File: src/hw/rtl/tba_pkg.sv
`timescale 1ns / 1ps
// ----------------------------------------------------------------------------
// tba_pkg
// Shared codes for the texture bilinear address unit: register indexes,
// addressing modes and filter modes.
// ----------------------------------------------------------------------------
package tba_pkg;

    localparam int CFG_INDEX_W = 3;
    localparam int CFG_DATA_W  = 13;

    localparam logic [CFG_INDEX_W-1:0] REG_TEX_WIDTH   = 3'd0;
    localparam logic [CFG_INDEX_W-1:0] REG_TEX_HEIGHT  = 3'd1;
    localparam logic [CFG_INDEX_W-1:0] REG_U_MODE      = 3'd2;
    localparam logic [CFG_INDEX_W-1:0] REG_V_MODE      = 3'd3;
    localparam logic [CFG_INDEX_W-1:0] REG_FILTER_MODE = 3'd4;

    localparam logic [1:0] MODE_CLAMP  = 2'd0;
    localparam logic [1:0] MODE_REPEAT = 2'd1;
    localparam logic [1:0] MODE_MIRROR = 2'd2;

    localparam logic FILTER_POINT    = 1'b0;
    localparam logic FILTER_BILINEAR = 1'b1;

    localparam int COORD_W  = 24;
    localparam int INDEX_W  = 24;
    localparam int WEIGHT_W = 17;
    localparam logic [WEIGHT_W-1:0] WEIGHT_ONE = 17'd65536;

endpackage

File: src/hw/rtl/tba_mod_stage.sv
`timescale 1ns / 1ps
// ----------------------------------------------------------------------------
// tba_mod_stage
// One restoring remainder step for both axes, with its own register and
// handshake; a chain of these forms the pipelined modulo unit.
// ----------------------------------------------------------------------------
module tba_mod_stage #(
    parameter int MW     = 16,
    parameter int DW     = 14,
    parameter int BIT    = 15,
    parameter int SIDE_W = 42
) (
    input  logic              clk,
    input  logic              rst_n,
    input  logic              in_valid,
    output logic              in_ready,
    input  logic [MW-1:0]     in_mag_u,
    input  logic [MW-1:0]     in_mag_v,
    input  logic [DW-1:0]     in_rem_u,
    input  logic [DW-1:0]     in_rem_v,
    input  logic              in_neg_u,
    input  logic              in_neg_v,
    input  logic [SIDE_W-1:0] in_side,
    input  logic [DW-1:0]     div_u,
    input  logic [DW-1:0]     div_v,
    output logic              out_valid,
    input  logic              out_ready,
    output logic [MW-1:0]     out_mag_u,
    output logic [MW-1:0]     out_mag_v,
    output logic [DW-1:0]     out_rem_u,
    output logic [DW-1:0]     out_rem_v,
    output logic              out_neg_u,
    output logic              out_neg_v,
    output logic [SIDE_W-1:0] out_side
);

    logic              vld_reg;
    logic [MW-1:0]     mag_u_reg, mag_v_reg;
    logic [DW-1:0]     rem_u_reg, rem_v_reg;
    logic [DW-1:0]     rem_u_next, rem_v_next;
    logic              neg_u_reg, neg_v_reg;
    logic [SIDE_W-1:0] side_reg;
    logic [DW:0]       shift_u, shift_v;

    assign in_ready = !vld_reg || out_ready;

    // bring down one dividend bit, subtract where it fits
    always_comb
    begin
        shift_u = {in_rem_u, in_mag_u[BIT]};
        shift_v = {in_rem_v, in_mag_v[BIT]};
        if (shift_u >= {1'b0, div_u})
            rem_u_next = DW'(shift_u - {1'b0, div_u});
        else
            rem_u_next = DW'(shift_u);
        if (shift_v >= {1'b0, div_v})
            rem_v_next = DW'(shift_v - {1'b0, div_v});
        else
            rem_v_next = DW'(shift_v);
    end

    always_ff @(posedge clk or negedge rst_n)
    begin
        if (!rst_n)
            vld_reg <= 1'b0;
        else if (in_ready)
            vld_reg <= in_valid;
    end

    always_ff @(posedge clk)
    begin
        if (in_ready)
        begin
            mag_u_reg <= in_mag_u;
            mag_v_reg <= in_mag_v;
            rem_u_reg <= rem_u_next;
            rem_v_reg <= rem_v_next;
            neg_u_reg <= in_neg_u;
            neg_v_reg <= in_neg_v;
            side_reg  <= in_side;
        end
    end

    assign out_valid = vld_reg;
    assign out_mag_u = mag_u_reg;
    assign out_mag_v = mag_v_reg;
    assign out_rem_u = rem_u_reg;
    assign out_rem_v = rem_v_reg;
    assign out_neg_u = neg_u_reg;
    assign out_neg_v = neg_v_reg;
    assign out_side  = side_reg;

endmodule

File: src/hw/rtl/texture_bilinear_address_unit.sv
`timescale 1ns / 1ps
// ----------------------------------------------------------------------------
// texture_bilinear_address_unit
// Turns a signed fixed-point (u, v) coordinate into four texel indices and
// four bilinear weights under clamp, repeat or mirrored-repeat addressing.
// ----------------------------------------------------------------------------
// Usage:
//   Input stream s_axis carries one coordinate pair per transfer; output
//   stream m_axis carries one result per input, in order.
//   Configuration is written through cfg_we/cfg_index/cfg_data while the
//   unit is empty; writes take effect at once.
//   The pipeline is the chain of one-bit remainder steps of the
//   floor-modulo unit, plus one input stage and four stages for
//   addressing, multiply and sum. Unless the receiver stalls,
//   throughput is one transfer per cycle: every stage holds its own valid
//   bit and loads whenever it is empty or its successor moves, so bubbles
//   are squeezed out and the input keeps flowing while a result waits.
//   When the receiver stalls, the pipeline fills up and s_axis_tready
//   falls only once every stage holds an item; nothing is lost or repeated.
//   Reset clears all valid bits and sets the registers to width 1,
//   height 1, clamp addressing and point sampling.
// ----------------------------------------------------------------------------
module texture_bilinear_address_unit #(
    parameter int MAX_DIM   = 4096,
    parameter int FRAC_BITS = 8
) (
    input  logic                             clk,
    input  logic                             rst_n,
    input  logic                             cfg_we,
    input  logic [tba_pkg::CFG_INDEX_W-1:0]  cfg_index,
    input  logic [tba_pkg::CFG_DATA_W-1:0]   cfg_data,
    input  logic                             s_axis_tvalid,
    output logic                             s_axis_tready,
    // [23:0] u_coord, [47:24] v_coord
    input  logic [47:0]                      s_axis_tdata,
    output logic                             m_axis_tvalid,
    input  logic                             m_axis_tready,
    // [23:0] index_top_left, [47:24] index_top_right,
    // [71:48] index_bottom_left, [95:72] index_bottom_right,
    // [112:96] weight_top_left, [129:113] weight_top_right,
    // [146:130] weight_bottom_left, [163:147] weight_bottom_right, rest zero
    output logic [167:0]                     m_axis_tdata
);

    import tba_pkg::*;

    localparam int IW     = COORD_W - FRAC_BITS;          // integer texel bits
    localparam int DIM_W  = $clog2(MAX_DIM + 1);
    localparam int DW     = DIM_W + 1;                    // holds 2 * size
    localparam int CW     = (IW > DIM_W) ? IW : DIM_W;
    localparam int PW     = 2 * DIM_W;
    localparam int SW     = (PW + 1 > INDEX_W) ? PW + 1 : INDEX_W;
    localparam int SIDE_W = 2 * FRAC_BITS + 2 * DIM_W;
    localparam int FSHIFT = 16 - FRAC_BITS;

    // ---------------------------------------------------------------- config
    logic [CFG_DATA_W-1:0] tex_width_reg, tex_height_reg;
    logic [1:0]            u_mode_reg, v_mode_reg;
    logic                  filter_mode_reg;

    always_ff @(posedge clk or negedge rst_n)
    begin
        if (!rst_n)
        begin
            tex_width_reg   <= 13'd1;
            tex_height_reg  <= 13'd1;
            u_mode_reg      <= MODE_CLAMP;
            v_mode_reg      <= MODE_CLAMP;
            filter_mode_reg <= FILTER_POINT;
        end
        else if (cfg_we)
        begin
            case (cfg_index)
                REG_TEX_WIDTH:   tex_width_reg   <= cfg_data;
                REG_TEX_HEIGHT:  tex_height_reg  <= cfg_data;
                REG_U_MODE:      u_mode_reg      <= cfg_data[1:0];
                REG_V_MODE:      v_mode_reg      <= cfg_data[1:0];
                REG_FILTER_MODE: filter_mode_reg <= cfg_data[0];
                default: ;
            endcase
        end
    end

    // Effective sizes: zero acts as one, oversize acts as MAX_DIM.
    // The user must change registers only while the pipeline is empty; the
    // block itself does not enforce it, and every stage reads these directly.
    logic [DIM_W-1:0] w_eff, h_eff;
    logic [DW-1:0]    div_u, div_v;

    always_comb
    begin
        if (tex_width_reg == '0)
            w_eff = DIM_W'(1);
        else if (32'(tex_width_reg) > 32'(MAX_DIM))
            w_eff = DIM_W'(MAX_DIM);
        else
            w_eff = DIM_W'(tex_width_reg);
        if (tex_height_reg == '0)
            h_eff = DIM_W'(1);
        else if (32'(tex_height_reg) > 32'(MAX_DIM))
            h_eff = DIM_W'(MAX_DIM);
        else
            h_eff = DIM_W'(tex_height_reg);
        // mirror folds over a period of twice the size
        div_u = (u_mode_reg == MODE_MIRROR) ? {w_eff, 1'b0} : DW'(w_eff);
        div_v = (v_mode_reg == MODE_MIRROR) ? {h_eff, 1'b0} : DW'(h_eff);
    end

    // ---------------------------------------------------- ready chain
    logic s0_rdy, f_rdy, g_rdy, h_rdy, o_rdy;
    logic s0_vld_reg, f_vld_reg, g_vld_reg, h_vld_reg, o_vld_reg;

    logic              c_vld   [0:IW];
    logic              c_rdy   [0:IW];
    logic [IW-1:0]     c_mag_u [0:IW];
    logic [IW-1:0]     c_mag_v [0:IW];
    logic [DW-1:0]     c_rem_u [0:IW];
    logic [DW-1:0]     c_rem_v [0:IW];
    logic              c_neg_u [0:IW];
    logic              c_neg_v [0:IW];
    logic [SIDE_W-1:0] c_side  [0:IW];

    assign o_rdy    = !o_vld_reg || m_axis_tready;
    assign h_rdy    = !h_vld_reg || o_rdy;
    assign g_rdy    = !g_vld_reg || h_rdy;
    assign f_rdy    = !f_vld_reg || g_rdy;
    assign c_rdy[IW] = f_rdy;
    assign s0_rdy   = !s0_vld_reg || c_rdy[0];
    assign s_axis_tready = s0_rdy;

    // ------------------------------------------------ stage 0: split, clamp
    logic [IW-1:0]        ip_u, ip_v, mag_u, mag_v;
    logic [FRAC_BITS-1:0] fr_u, fr_v;
    logic [DIM_W-1:0]     cl_u, cl_v;

    always_comb
    begin
        // floor of the coordinate is an arithmetic shift
        ip_u  = s_axis_tdata[COORD_W-1:FRAC_BITS];
        ip_v  = s_axis_tdata[COORD_W+COORD_W-1:COORD_W+FRAC_BITS];
        fr_u  = s_axis_tdata[FRAC_BITS-1:0];
        fr_v  = s_axis_tdata[COORD_W+FRAC_BITS-1:COORD_W];
        mag_u = ip_u[IW-1] ? IW'(-ip_u) : ip_u;
        mag_v = ip_v[IW-1] ? IW'(-ip_v) : ip_v;
        if (ip_u[IW-1])
            cl_u = '0;
        else if (CW'(mag_u) >= CW'(w_eff))
            cl_u = w_eff - DIM_W'(1);
        else
            cl_u = DIM_W'(mag_u);
        if (ip_v[IW-1])
            cl_v = '0;
        else if (CW'(mag_v) >= CW'(h_eff))
            cl_v = h_eff - DIM_W'(1);
        else
            cl_v = DIM_W'(mag_v);
    end

    logic [IW-1:0]     s0_mag_u_reg, s0_mag_v_reg;
    logic              s0_neg_u_reg, s0_neg_v_reg;
    logic [SIDE_W-1:0] s0_side_reg;

    always_ff @(posedge clk or negedge rst_n)
    begin
        if (!rst_n)
            s0_vld_reg <= 1'b0;
        else if (s0_rdy)
            s0_vld_reg <= s_axis_tvalid;
    end

    always_ff @(posedge clk)
    begin
        if (s0_rdy)
        begin
            s0_mag_u_reg <= mag_u;
            s0_mag_v_reg <= mag_v;
            s0_neg_u_reg <= ip_u[IW-1];
            s0_neg_v_reg <= ip_v[IW-1];
            s0_side_reg  <= {fr_v, fr_u, cl_v, cl_u};
        end
    end

    assign c_vld[0]   = s0_vld_reg;
    assign c_mag_u[0] = s0_mag_u_reg;
    assign c_mag_v[0] = s0_mag_v_reg;
    assign c_rem_u[0] = '0;
    assign c_rem_v[0] = '0;
    assign c_neg_u[0] = s0_neg_u_reg;
    assign c_neg_v[0] = s0_neg_v_reg;
    assign c_side[0]  = s0_side_reg;

    // ------------------------------------- remainder chain, MSB first
    for (genvar k = 0; k < IW; k++)
    begin : g_mod
        tba_mod_stage #(
            .MW     (IW),
            .DW     (DW),
            .BIT    (IW - 1 - k),
            .SIDE_W (SIDE_W)
        ) u_stage (
            .clk       (clk),
            .rst_n     (rst_n),
            .in_valid  (c_vld[k]),
            .in_ready  (c_rdy[k]),
            .in_mag_u  (c_mag_u[k]),
            .in_mag_v  (c_mag_v[k]),
            .in_rem_u  (c_rem_u[k]),
            .in_rem_v  (c_rem_v[k]),
            .in_neg_u  (c_neg_u[k]),
            .in_neg_v  (c_neg_v[k]),
            .in_side   (c_side[k]),
            .div_u     (div_u),
            .div_v     (div_v),
            .out_valid (c_vld[k+1]),
            .out_ready (c_rdy[k+1]),
            .out_mag_u (c_mag_u[k+1]),
            .out_mag_v (c_mag_v[k+1]),
            .out_rem_u (c_rem_u[k+1]),
            .out_rem_v (c_rem_v[k+1]),
            .out_neg_u (c_neg_u[k+1]),
            .out_neg_v (c_neg_v[k+1]),
            .out_side  (c_side[k+1])
        );
    end

    // ------------------------------- stage F: remainder to floor modulo
    logic [DW-1:0]     fm_u, fm_v;
    logic [DW-1:0]     f_fm_u_reg, f_fm_v_reg;
    logic [SIDE_W-1:0] f_side_reg;

    always_comb
    begin
        // a negative value with a non-zero remainder wraps up from the divisor
        if (c_neg_u[IW] && (c_rem_u[IW] != '0))
            fm_u = div_u - c_rem_u[IW];
        else
            fm_u = c_rem_u[IW];
        if (c_neg_v[IW] && (c_rem_v[IW] != '0))
            fm_v = div_v - c_rem_v[IW];
        else
            fm_v = c_rem_v[IW];
    end

    always_ff @(posedge clk or negedge rst_n)
    begin
        if (!rst_n)
            f_vld_reg <= 1'b0;
        else if (f_rdy)
            f_vld_reg <= c_vld[IW];
    end

    always_ff @(posedge clk)
    begin
        if (f_rdy)
        begin
            f_fm_u_reg <= fm_u;
            f_fm_v_reg <= fm_v;
            f_side_reg <= c_side[IW];
        end
    end

    // ------------------------------ stage G: addressing and neighbours
    logic [DIM_W-1:0]     f_cl_u, f_cl_v;
    logic [FRAC_BITS-1:0] f_fr_u, f_fr_v;
    logic [DIM_W-1:0]     u0, v0, u1, v1;

    assign {f_fr_v, f_fr_u, f_cl_v, f_cl_u} = f_side_reg;

    always_comb
    begin
        case (u_mode_reg)
            MODE_REPEAT: u0 = DIM_W'(f_fm_u_reg);
            MODE_MIRROR:
                if (f_fm_u_reg < DW'(w_eff))
                    u0 = DIM_W'(f_fm_u_reg);
                else
                    u0 = DIM_W'(div_u - DW'(1) - f_fm_u_reg);
            default:     u0 = f_cl_u;
        endcase
        case (v_mode_reg)
            MODE_REPEAT: v0 = DIM_W'(f_fm_v_reg);
            MODE_MIRROR:
                if (f_fm_v_reg < DW'(h_eff))
                    v0 = DIM_W'(f_fm_v_reg);
                else
                    v0 = DIM_W'(div_v - DW'(1) - f_fm_v_reg);
            default:     v0 = f_cl_v;
        endcase
        // neighbour beyond the edge takes the edge texel
        u1 = (DW'(u0) + DW'(1) < DW'(w_eff)) ? u0 + DIM_W'(1) : u0;
        v1 = (DW'(v0) + DW'(1) < DW'(h_eff)) ? v0 + DIM_W'(1) : v0;
    end

    logic [DIM_W-1:0]     g_u0_reg, g_u1_reg, g_v0_reg, g_v1_reg;
    logic [FRAC_BITS-1:0] g_fr_u_reg, g_fr_v_reg;

    always_ff @(posedge clk or negedge rst_n)
    begin
        if (!rst_n)
            g_vld_reg <= 1'b0;
        else if (g_rdy)
            g_vld_reg <= f_vld_reg;
    end

    always_ff @(posedge clk)
    begin
        if (g_rdy)
        begin
            g_u0_reg   <= u0;
            g_u1_reg   <= u1;
            g_v0_reg   <= v0;
            g_v1_reg   <= v1;
            g_fr_u_reg <= f_fr_u;
            g_fr_v_reg <= f_fr_v;
        end
    end

    // --------------------------------- stage H: row products, weights
    logic [WEIGHT_W-1:0] fx, fy, gx, gy;
    logic [2*WEIGHT_W-1:0] p_tl, p_tr, p_bl, p_br;
    logic [PW-1:0]       row0, row1;

    always_comb
    begin
        fx   = WEIGHT_W'(g_fr_u_reg) << FSHIFT;
        fy   = WEIGHT_W'(g_fr_v_reg) << FSHIFT;
        gx   = WEIGHT_ONE - fx;
        gy   = WEIGHT_ONE - fy;
        p_tl = (2*WEIGHT_W)'(gx) * (2*WEIGHT_W)'(gy);
        p_tr = (2*WEIGHT_W)'(fx) * (2*WEIGHT_W)'(gy);
        p_bl = (2*WEIGHT_W)'(gx) * (2*WEIGHT_W)'(fy);
        p_br = (2*WEIGHT_W)'(fx) * (2*WEIGHT_W)'(fy);
        row0 = PW'(g_v0_reg) * PW'(w_eff);
        row1 = PW'(g_v1_reg) * PW'(w_eff);
    end

    logic [PW-1:0]       h_row0_reg, h_row1_reg;
    logic [DIM_W-1:0]    h_u0_reg, h_u1_reg;
    logic [WEIGHT_W-1:0] h_w_tl_reg, h_w_tr_reg, h_w_bl_reg, h_w_br_reg;

    always_ff @(posedge clk or negedge rst_n)
    begin
        if (!rst_n)
            h_vld_reg <= 1'b0;
        else if (h_rdy)
            h_vld_reg <= g_vld_reg;
    end

    always_ff @(posedge clk)
    begin
        if (h_rdy)
        begin
            h_row0_reg <= row0;
            h_row1_reg <= row1;
            h_u0_reg   <= g_u0_reg;
            h_u1_reg   <= g_u1_reg;
            h_w_tl_reg <= p_tl[2*WEIGHT_W-2:16];
            h_w_tr_reg <= p_tr[2*WEIGHT_W-2:16];
            h_w_bl_reg <= p_bl[2*WEIGHT_W-2:16];
            h_w_br_reg <= p_br[2*WEIGHT_W-2:16];
        end
    end

    // ------------------------------ stage I: index sums, output register
    logic [SW-1:0]       s_tl, s_tr, s_bl, s_br;
    logic [INDEX_W-1:0]  i_tl, i_tr, i_bl, i_br;
    logic [WEIGHT_W-1:0] w_tl, w_tr, w_bl, w_br;

    always_comb
    begin
        s_tl = SW'(h_row0_reg) + SW'(h_u0_reg);
        s_tr = SW'(h_row0_reg) + SW'(h_u1_reg);
        s_bl = SW'(h_row1_reg) + SW'(h_u0_reg);
        s_br = SW'(h_row1_reg) + SW'(h_u1_reg);
        i_tl = s_tl[INDEX_W-1:0];
        if (filter_mode_reg == FILTER_POINT)
        begin
            // point sampling: base texel everywhere, all weight on it
            i_tr = i_tl;
            i_bl = i_tl;
            i_br = i_tl;
            w_tl = WEIGHT_ONE;
            w_tr = '0;
            w_bl = '0;
            w_br = '0;
        end
        else
        begin
            i_tr = s_tr[INDEX_W-1:0];
            i_bl = s_bl[INDEX_W-1:0];
            i_br = s_br[INDEX_W-1:0];
            w_tl = h_w_tl_reg;
            w_tr = h_w_tr_reg;
            w_bl = h_w_bl_reg;
            w_br = h_w_br_reg;
        end
    end

    logic [167:0] o_data_reg;

    always_ff @(posedge clk or negedge rst_n)
    begin
        if (!rst_n)
            o_vld_reg <= 1'b0;
        else if (o_rdy)
            o_vld_reg <= h_vld_reg;
    end

    always_ff @(posedge clk)
    begin
        if (o_rdy)
            o_data_reg <= {4'b0, w_br, w_bl, w_tr, w_tl, i_br, i_bl, i_tr, i_tl};
    end

    assign m_axis_tvalid = o_vld_reg;
    assign m_axis_tdata  = o_data_reg;

`ifndef SYNTH
    // input backs off only when every stage is full and the sink stalls
    a_stall_source: assert property (@(posedge clk) disable iff (!rst_n)
        !s_axis_tready |-> (m_axis_tvalid && !m_axis_tready))
        else $error("input stalled while output not blocked");

    // point sampling puts all weight on the base texel
    a_point_weights: assert property (@(posedge clk) disable iff (!rst_n)
        (m_axis_tvalid && (filter_mode_reg == FILTER_POINT)) |->
        ((m_axis_tdata[112:96] == WEIGHT_ONE) && (m_axis_tdata[163:113] == '0)))
        else $error("point mode weights wrong");

    // bilinear weights sum to one at up to eight fraction bits
    a_weight_sum: assert property (@(posedge clk) disable iff (!rst_n)
        (m_axis_tvalid && (filter_mode_reg == FILTER_BILINEAR) && (FRAC_BITS <= 8)) |->
        ((19'(m_axis_tdata[112:96]) + 19'(m_axis_tdata[129:113])
          + 19'(m_axis_tdata[146:130]) + 19'(m_axis_tdata[163:147])) == 19'd65536))
        else $error("bilinear weights do not sum to one");

    // a stalled output holds its data
    a_hold_result: assert property (@(posedge clk) disable iff (!rst_n)
        (m_axis_tvalid && !m_axis_tready) |=> $stable(m_axis_tdata))
        else $error("stalled result changed");
`endif

endmodule
File: config.mk
export PLATFORM = sky130hd
export DESIGN_NAME = texture_bilinear_address_unit
export DESIGN_NICKNAME = d
export VERILOG_FILES = /design/src/hw/rtl/tba_pkg.sv /design/src/hw/rtl/tba_mod_stage.sv /design/src/hw/rtl/texture_bilinear_address_unit.sv
export SDC_FILE = /design/constraint.sdc
export NUM_CORES = 2
export LEC_CHECK = 0
export ABC_AREA = 1
export BUFFER_PORTS_ARGS = -buffer_cell sky130_fd_sc_hd__buf_4
export CORE_AREA = 2 2 528 530
export DETAILED_ROUTE_END_ITERATION = 7
export DIE_AREA = 0 0 530 532
export GPL_ROUTABILITY_DRIVEN = 0
export MAX_ROUTING_LAYER = met4
export PLACE_DENSITY = 0.63
export SYNTH_ARGS = -nofsm -noshare
export SYNTH_HDL_FRONTEND = slang
export SYNTH_HIERARCHICAL = 1
export SYNTH_SLANG_ARGS = --single-unit
File: constraint.sdc
create_clock -name clk -period 189.9 [get_ports clk]
set_input_delay 28.485 -clock clk [delete_from_list [all_inputs] [get_ports clk]]
set_output_delay 28.485 -clock clk [all_outputs]
set_load 0.01 [all_outputs]
# Yosys cells after proc, flatten, opt, wreduce, memory -nomap -nowiden
# Cells that the tools add are included.
[classes]
reduce_logical = 54
add_sub_neg = 52
n_mux = 53
n_lt_le_gt_ge = 40
multipliers = 6
eq_ne = 8
[ops]
columns = ["operator", "count"]
rows = [
  ["14-bit two-way mux", 34],
  ["15-bit by 14-bit greater-or-equal comparator with 1-bit output", 30],
  ["14-bit subtractor", 32],
  ["13-bit two-way mux", 10],
  ["24-bit by 13-bit adder with 24-bit output", 4],
  ["24-bit two-way mux", 3],
  ["14-bit by 13-bit less-than comparator with 1-bit output", 4],
  ["13-bit case mux with 2 select lines", 2],
  ["13-bit by 1-bit subtractor with 13-bit output, second input constant", 4],
  ["13-bit by 13-bit multiplier with 24-bit output", 2],
  ["17-bit by 16-bit subtractor with 17-bit output, first input constant", 2],
  ["17-bit by 17-bit multiplier with 33-bit output", 1],
  ["16-bit by 13-bit greater-or-equal comparator with 1-bit output", 2],
  ["16-bit two-way mux", 2],
  ["16-bit negator", 2],
  ["13-bit by 1-bit adder with 14-bit output, second input constant", 2],
  ["1-bit by 14-bit greater-or-equal comparator with 1-bit output", 2],
  ["14-bit nonzero test", 2],
  ["1-bit by 14-bit subtractor with 14-bit output", 2],
  ["13-bit by 1-bit adder with 13-bit output, second input constant", 2],
  ["13-bit > comparator, second input constant", 2],
  ["13-bit zero test", 2],
  ["13-bit subtractor", 2],
  ["17-bit by 8-bit multiplier with 25-bit output", 1],
  ["13 further kinds", 62],
]
[totals]
out_inout_bits = 170
word_cells = 377
input_bits = 69
regBits = 1964

# Logic depth before layout (Yosys ltp)
[depth]
depth_word = 22
ltp_mapped = 42
depth_no_buf = 42

# Cells and area by module
# The synthesis kept the hierarchy.
[by_module_without_submodules]
columns = ["mod", "seq_area_each_um2", "cells_each", "area_per_inst_um2", "instances"]
rows = [
  ["tba_mod_stage (g_mod[0].u_stage ...)", 3148.0, 547, 5616.6, 13],
  ["texture_bilinear_address_unit", 16278.1, 5282, 48044.8, 1],
  ["tba_mod_stage (g_mod[3].u_stage ...)", 3148.0, 543, 5485.3, 3],
]

# Worst setup path after synthesis
# Ideal clock, no wire load.
[synth_timing]
path_type = "input to output"
startpoint = "input port m_axis_tready"
endpoint = "output port s_axis_tready"
path_buffers = 0
required_ns = 161.415
stages = 40
slack_ns = 83.991
arrival_ns = 77.424
path_cell_list = "nor2_1 -> inv_1 -> nor2_1 -> inv_1 -> nor2_1 -> nand2_1 -> inv_1 -> nand2_1 -> inv_1 -> nand2_1 -> inv_1 -> nand2_1 -> inv_1 -> nand2_1 -> inv_1 -> nand2_1 -> inv_1 -> nand2_1 -> [4 not listed] -> inv_1 -> nand2_1 -> inv_1 -> nand2_1 -> inv_1 -> nand2_1 -> inv_1 -> nand2_1 -> inv_1 -> nand2_1 -> inv_1 -> nand2_1 -> inv_1 -> nand2_1 -> inv_1 -> nand2_1 -> inv_1 -> nand2_1"
[synth_lines]
columns = ["item", "line_no", "source"]
rows = [
  ["start, declared", "texture_bilinear_address_unit.sv:37", "input logic m_axis_tready,"],
  ["end, declared", "texture_bilinear_address_unit.sv:33", "output logic s_axis_tready,"],
]

==> impl_metrics.tcl <==
set metrics [dict create \
    largest_reg_flops 672 \
    clk_pin_slew_worst_paths_ns 0.06 \
    powerDensity_nw_per_um2 18.5 \
    worst_setup_path_start_kind "input pin" \
    period_minus_slack_ns 67.84 \
    clock_latency_ns 0.91 \
    rows 193 \
    hp-class "register to register" \
    antenna_found_initial 18 \
    syn_inst 13800 \
    cts_tree "yes" \
    p_total_w 0.00263 \
    drtIter0Drc 6921 \
    route.detailed.wl_per_inst_um 17.0 \
    slew_headroom 0.274 \
    cp_max_fo 95 \
    wirelength_um 306000 \
    route.detailed.vias_per_inst 4.96 \
    cts_resized 0 \
    ctsHoldBuffers 0 \
    crit_slowest_cell "inv_6" \
    crit_type "input pin to output port" \
    slew_viol_final 0 \
    dr_wl_met2_um 137000 \
    syn2layout_area_growth_pct 10.1 \
    max_freq_mhz 14.7 \
    fin_skew_ns 0.0915 \
    grt_use_total 0.221 \
    grt_pass1_vias 84600 \
    overflow 0 \
    io_buffer_count 233 \
    worst-slew-pin-transition_ns 1.08 \
    yosys_warnings 6 \
    post-route-util 0.516 \
    post-route-period-util 0.357 \
    cts_root_buf "clkbuf_16" \
    io_pins 239 \
    rsz0062_at_grt "false" \
    drc 0 \
    dr_wl_met3_um 19200 \
    cpMostUsedCell "nand2_4" \
    dieArea_um2 282000 \
    dp_hpwl_um 229000 \
    p_leak_nw 67.6 \
    cap_viol_max_count 0 \
    cts_setup_buffers 0 \
    grt_max_degree 96 \
    avgSynthCellArea_um2 9.41 \
    cts_sinks 1956 \
    grt_pass1_wl_um 477000 \
    netlist_area_um2 129000 \
    initial_core_util 0.469 \
    htreeDepth 4 \
    ir_drop_v 0.0000124 \
    clockBufferDepth 4 \
    chipHeight_um 532 \
    arrival_ns 39.35 \
    die_x_um 530 \
    finalHoldViolCount 0 \
    ant_nets 0 \
    drt-met1-wl_um 141000 \
    cts_buffers 212 \
    crit_required_ns 161.41 \
    nets 15600 \
    drive_above_1_share 0.104 \
    whs_ns 0.369 \
    num_vias 89500 \
    dr.max_layer_used "met4" \
    status "finished clean" \
    cp-end-kind "output port" \
    dr.pass1.iters 7 \
    core-area_um2 276000 \
    fin_setup_tns_ns 0 \
    max_stage_delay_ns 0.56 \
    finalSetupViolCount 0 \
]
## cell usage in the layout (no fill, tap or decap), types with 215 or more instances in the layout
cell       count
edfxtp_1    1904
inv_1       2841
a21oi_1      444
nand2_1     3537
clkbuf_16    216
xor2_1       302
nand4_1      314
nor2_1       728
ha_1         927
o21ai_2      215
nand3_1      480
buf_4        322
fa_1         449
o21ai_0      258
## layer usage
metal	up-vias	track usage
li1	45100	-
met1	41600	0.305
met2	2296	0.340
met3	516	0.0324
met4	0	0.0619
met5	-	-
## report_power, final
group / switching, W / total, W / internal [W]
clock network: 0.000173 / 0.000423 / 0.000249
registers: 0.0000849 / 0.000774 / 0.000689
logic: 0.000918 / 0.00143 / 0.000515
total: 0.00118 / 0.00263 / 0.00145
## cell type report
type                       count  area (um2)
clock inverter               136        1620
fill                       25300      133000
clock buffer                 254        5580
tap                         3705        4640
inverter                    2870       10800
multi-input combinational   8779       58800
timing repair buffer         322        2420
antenna                        5        12.5
sequential                  1956       58500
## final timing paths
check                                     from                      endpoint  slack, ns  depth (start not counted)
worst max-delay path             m_axis_tready                 s_axis_tready     122.07                         42
worst min-delay path            s0_side_reg[1]  g_mod[0].u_stage/out_side[1]       0.37                          0
worst max register to register   m_axis_tvalid              s0_mag_v_reg[12]     177.88                         42
worst min register to register  s0_side_reg[1]  g_mod[0].u_stage/out_side[1]       0.37                          0
max in group asynchronous                rst_n             tex_height_reg[2]     161.43                          1
min in group asynchronous                rst_n               filter_mode_reg      27.70                          1
## metrics by stage
| step | worst slack [ns] | area (um2) | instances |
|---|---|---|---|
| final | 122.07 | 142000 | 18000 |
| after global routing | 120.60 | 142000 | 18000 |
| after CTS | 121.67 | 142000 | 18000 |
| after detailed placement | 121.70 | 135000 | 17600 |
| after global placement | 121.60 | 135000 | 17600 |
| after floorplan | 90.01 | 130000 | 13800 |
## worst max-delay path, delay by kind of cell
family,cells,cell delay [ns]
and+or+nand+nor,21,7.01
buffers and inverters,21,3.65
No activity file was read; power rests on OpenSTA's default activity.
